File: config.mk
export PLATFORM = sky130hd
export DESIGN_NAME = shspi_front
export DESIGN_NICKNAME = d
export VERILOG_FILES = /design/src/shspi_pkg.sv /design/src/shspi_front.sv
export SDC_FILE = /design/constraint.sdc
export NUM_CORES = 1
export LEC_CHECK = 0
export BUFFER_PORTS_ARGS = -buffer_cell sky130_fd_sc_hd__buf_2
export CAP_MARGIN = 20
export CORE_ASPECT_RATIO = 0.6
export CORE_MARGIN = 1.5
export CORE_UTILIZATION = 35
export DETAILED_ROUTE_END_ITERATION = 8
export GPL_ROUTABILITY_DRIVEN = 0
export PLACE_DENSITY = 0.58
export SLEW_MARGIN = 20
export SYNTH_ARGS = -nofsm -noshare
export SYNTH_HDL_FRONTEND = slang
export SYNTH_SLANG_ARGS = --single-unit
File: constraint.sdc
create_clock -name clk -period 2.91 [get_ports clk]
set_input_delay 0.582 -clock clk [delete_from_list [all_inputs] [get_ports clk]]
set_output_delay 0.582 -clock clk [all_outputs]
set_load 0.01 [all_outputs]
File: src/shspi_pkg.sv
// Shared types and constants for the sensor hub SPI transfer engine.
// Used by the front queue, the back engine, the top level and the checker.
package shspi_pkg;

  // Buffer sizes and header framing
  localparam int RX_BYTES     = 512;
  localparam int TX_BYTES     = 256;
  localparam int HEADER_BYTES = 4;
  localparam int RX_AW        = $clog2(RX_BYTES);
  localparam int TX_AW        = $clog2(TX_BYTES);
  localparam int CNT_W        = 10;
  localparam int FILL_W       = 9;
  localparam logic [15:0] LEN_FLAG = 16'h8000;

  typedef enum logic [1:0] {
    ACT_IRQ  = 2'd0,
    ACT_LOAD = 2'd1,
    ACT_XFER = 2'd2,
    ACT_POP  = 2'd3
  } act_t;

  typedef enum logic [1:0] {
    PH_IDLE  = 2'd0,
    PH_HDR   = 2'd1,
    PH_BODY  = 2'd2,
    PH_WRITE = 2'd3
  } phase_t;

  typedef enum logic [2:0] {
    ST_OK        = 3'd0,
    ST_BUSY      = 3'd1,
    ST_BAD_PARAM = 3'd2,
    ST_NONE      = 3'd3,
    ST_IGNORED   = 3'd4
  } status_t;

  // One classified event as it travels from front to back
  typedef struct packed {
    act_t        act;
    logic [7:0]  miso_byte;
    logic [7:0]  tx_byte;
    logic        tx_last;
    logic [15:0] read_capacity;
    logic [31:0] event_time_us;
  } item_t;

endpackage

File: src/shspi_front.sv
// Front part: accepts input items, classifies the action and queues them.
// Depends on shspi_pkg for item_t and act_t.
module shspi_front (
  input  logic                clk,
  input  logic                rst,
  input  logic                in_valid,
  output logic                in_ready,
  input  logic [1:0]          action,
  input  logic [7:0]          miso_byte,
  input  logic [7:0]          tx_byte,
  input  logic                tx_last,
  input  logic [15:0]         read_capacity,
  input  logic [31:0]         event_time_us,
  output logic                q_valid,
  input  logic                q_take,
  output shspi_pkg::item_t    q_item
);
  import shspi_pkg::*;

  item_t      q [2];
  logic       wr_ptr;
  logic       rd_ptr;
  logic [1:0] count;
  logic       push;
  item_t      item_in;

  // Classify the incoming event
  always_comb begin
    item_in.act           = act_t'(action);
    item_in.miso_byte     = miso_byte;
    item_in.tx_byte       = tx_byte;
    item_in.tx_last       = tx_last;
    item_in.read_capacity = read_capacity;
    item_in.event_time_us = event_time_us;
  end

  assign in_ready = (count != 2'd2);
  assign push     = in_valid && in_ready;
  assign q_valid  = (count != 2'd0);
  assign q_item   = q[rd_ptr];

  // Hold queued payload
  always_ff @(posedge clk) begin
    if (push) begin
      q[wr_ptr] <= item_in;
    end
  end

  // Advance pointers and fill count
  always_ff @(posedge clk) begin
    if (rst) begin
      wr_ptr <= 1'b0;
      rd_ptr <= 1'b0;
      count  <= 2'd0;
    end else begin
      if (push) begin
        wr_ptr <= ~wr_ptr;
      end
      if (q_take) begin
        rd_ptr <= ~rd_ptr;
      end
      unique case ({push, q_take})
        2'b10:   count <= count + 2'd1;
        2'b01:   count <= count - 2'd1;
        default: count <= count;
      endcase
    end
  end

endmodule

==> metrics <==
slew at the pin closest to its max-slew limit 0.3905 ns; EDFF count, synth 134; Leak 2.471 nW; Cell Int Power 4.142 mW; combinational power share 11.6%; Syn Area/Cell 21.81 um^2; Cell Area, Synth 5039 um^2; Synth async-reset ratio 0%; H-tree levels 4; core footprint 13,830 um^2; Synth warnings 0; Crit Path Class reg -> out; Total Power 5.362 mW; vias in the first global route 2,677; crit path launch type flop; routed len/inst 16.14 um; vias per cell 4.445; Post-CTS Setup Bufs 0; Yosys cell types 19; CP max-delay cell mux2_2; Detail Placement HPWL 5912 um; Fin Clk Skew 0.006487 ns; row cnt 33; min Tclk post-route 2.226 ns; P_sw 1.220 mW; Antenna Nets Post-Route 0; global route overflow 0; Synth top area share 79.86%; slowest cell delay on critical path 0.41 ns; leading area contributor after synthesis edfxtp_1; first-pass GRT wire length 14,060 um; 1st-pass router iterations 4; Die Ht 95.94 um; Final #Nets 457; CTS tree done; TNS Setup 0 ns; Slew Limit Fails 0; Clk pwr share 42.8%; Final Cycle Share 76.48%; post-synthesis sequential area ratio 81.85%; fmax 449.3 MHz; IO buf count 139; Die Footprint 15,150 um^2; Max Buffers Root-to-Sink 2; flops & latches, synth 139; predominant post-synthesis flop cell edfxtp_1; layout cells sized above 1 61.56%; non-filler cells, final 591; drc violations 0; endpoints failing setup 0; Post-Syn Instances 231; count leader, synth edfxtp_1; antenna violations before repair 3; Area Growth Syn to Fin 31.64%; crit-path cells buf_12 -> mux2_2 -> buf_2; vias post-DR 2,627; drt total wl 9537 um; Post-synth top cells edfxtp_1 (134), mux2_2 (67), dfxtp_1 (5), buf_4 (4); max cap viols 0; CTS resizes 0; Power Density 808.5 nW/um^2; crit-path max FO 67; clk slew on worst S/H paths 0.06 ns; WP data arrival 1.64 ns; Total GRT Usage 13.16%; Critical Path RT 2.33 ns; Reg power frac 45.6%; Starting Density 36.43%; Hold WC Path Type in -> reg; IO Count 140; syn_nets 303; DIE WIDTH 157.9 um; worst skew pair latency 0.41 ns; starting DRC count in detailed routing 125; # hold bufs at CTS 0; Crit. End Element output pin; final-report hold violation count 0; Switching Share 22.75%; status finished, final reports clean; Synth area leaders edfxtp_1 (80%), mux2_2 (15%), dfxtp_1 (2.0%); total CTS buffers 17; Sink Count 139; root buf cell clkbuf_16; RSZ-0062 raised after global routing false; final design utilization 47.95%; Max-slew headroom 73.97%; VDD IR max 0.3775 mV; largest net degree at the start of global routing 68; Inst Count DP 558
==> cells by family after synthesis <==
family / share of synthesized area [%]
buf+inv: 0.9683
flops: 81.85
mux: 14.97
compound gates: 0.4966
fa+ha+maj: 0.2483
simple gates: 0.9439
xor+xnor: 0.5216
==> flip-flops by register name, summed over array words and instances, names as in the netlist, named ones only <==
| name | cells |
|---|---|
| q | 134 |
| count | 2 |
| rd_ptr | 1 |
| wr_ptr | 1 |
==> worst max-delay path, delay by kind of cell (launching register included) <==
kind                   cells  cell delay (ns)
buffers and inverters      2             0.48
flip-flops                 1             0.34
multiplexers               1             0.41
==> cell type report <==
cell class              instances  area [um^2]
repair buffers                142        755.7
diodes                          1        2.502
flip-flops and latches        139         4125
clock buffers                  18        429.2
multi-input cells              84        867.1
inverters                       1        3.754
fillers                      1200         7199
well taps                     192        240.2
clock inverters                14        209.0
==> placed cells by master (no fill, tap or decap), drive strengths merged, types with 2 or more instances in the layout <==
cell type / n
clkinvlp: 3
nor2: 3
buf: 142
dfxtp: 5
mux2: 67
edfxtp: 134
clkinv: 2
bufinv: 4
xnor2: 2
clkbuf: 18
a21oi: 2
inv: 6
==> final timing paths <==
kind | slack, ns | to | depth (start not counted) | from
worst max register to register | 1.37 | count[1] | 5 | count[0]
worst max-delay path | 0.68 | q_item[24] | 3 | flop
worst min register to register | 0.51 | count[1] | 2 | count[1]
worst min-delay path | 0.36 | q[0][54] | 1 | tx_byte[5]
==> power by group through the flow <==
stage,sequential [mW],combinational (mW),clock [mW]
finish,2.45,0.620,2.30
detailed placement,2.49,0.635,0
floorplan,2.48,0.359,0
CTS,2.45,0.639,2.35
global route,2.46,0.682,2.45
global placement,2.48,0.627,0
==> through the flow <==
stage	area [um^2]	hold slack, ns	worst slack [ns]
6_report	6633	0.3609	0.6844
5_1_grt	6630	0.3361	0.5916
4_1_cts	6630	0.3417	0.6380
3_5_place_dp	5992	0.5008	1.088
3_3_place_gp	5992	0.4824	1.099
2_1_floorplan	5039	0.4608	0.2229
==> per-layer routing <==
| layer | GRT usage [%] | routed length, um | vias to the layer above |
|---|---|---|---|
| met1 | 15.96 | 4281 | 1281 |
| met5 | 0 | 14 | - |
| met3 | 7.654 | 1013 | 13 |
| li1 | - | - | 1230 |
| met2 | 19.41 | 4116 | 101 |
| met4 | 4.953 | 111 | 2 |
(Power assumes the default switching activity.)
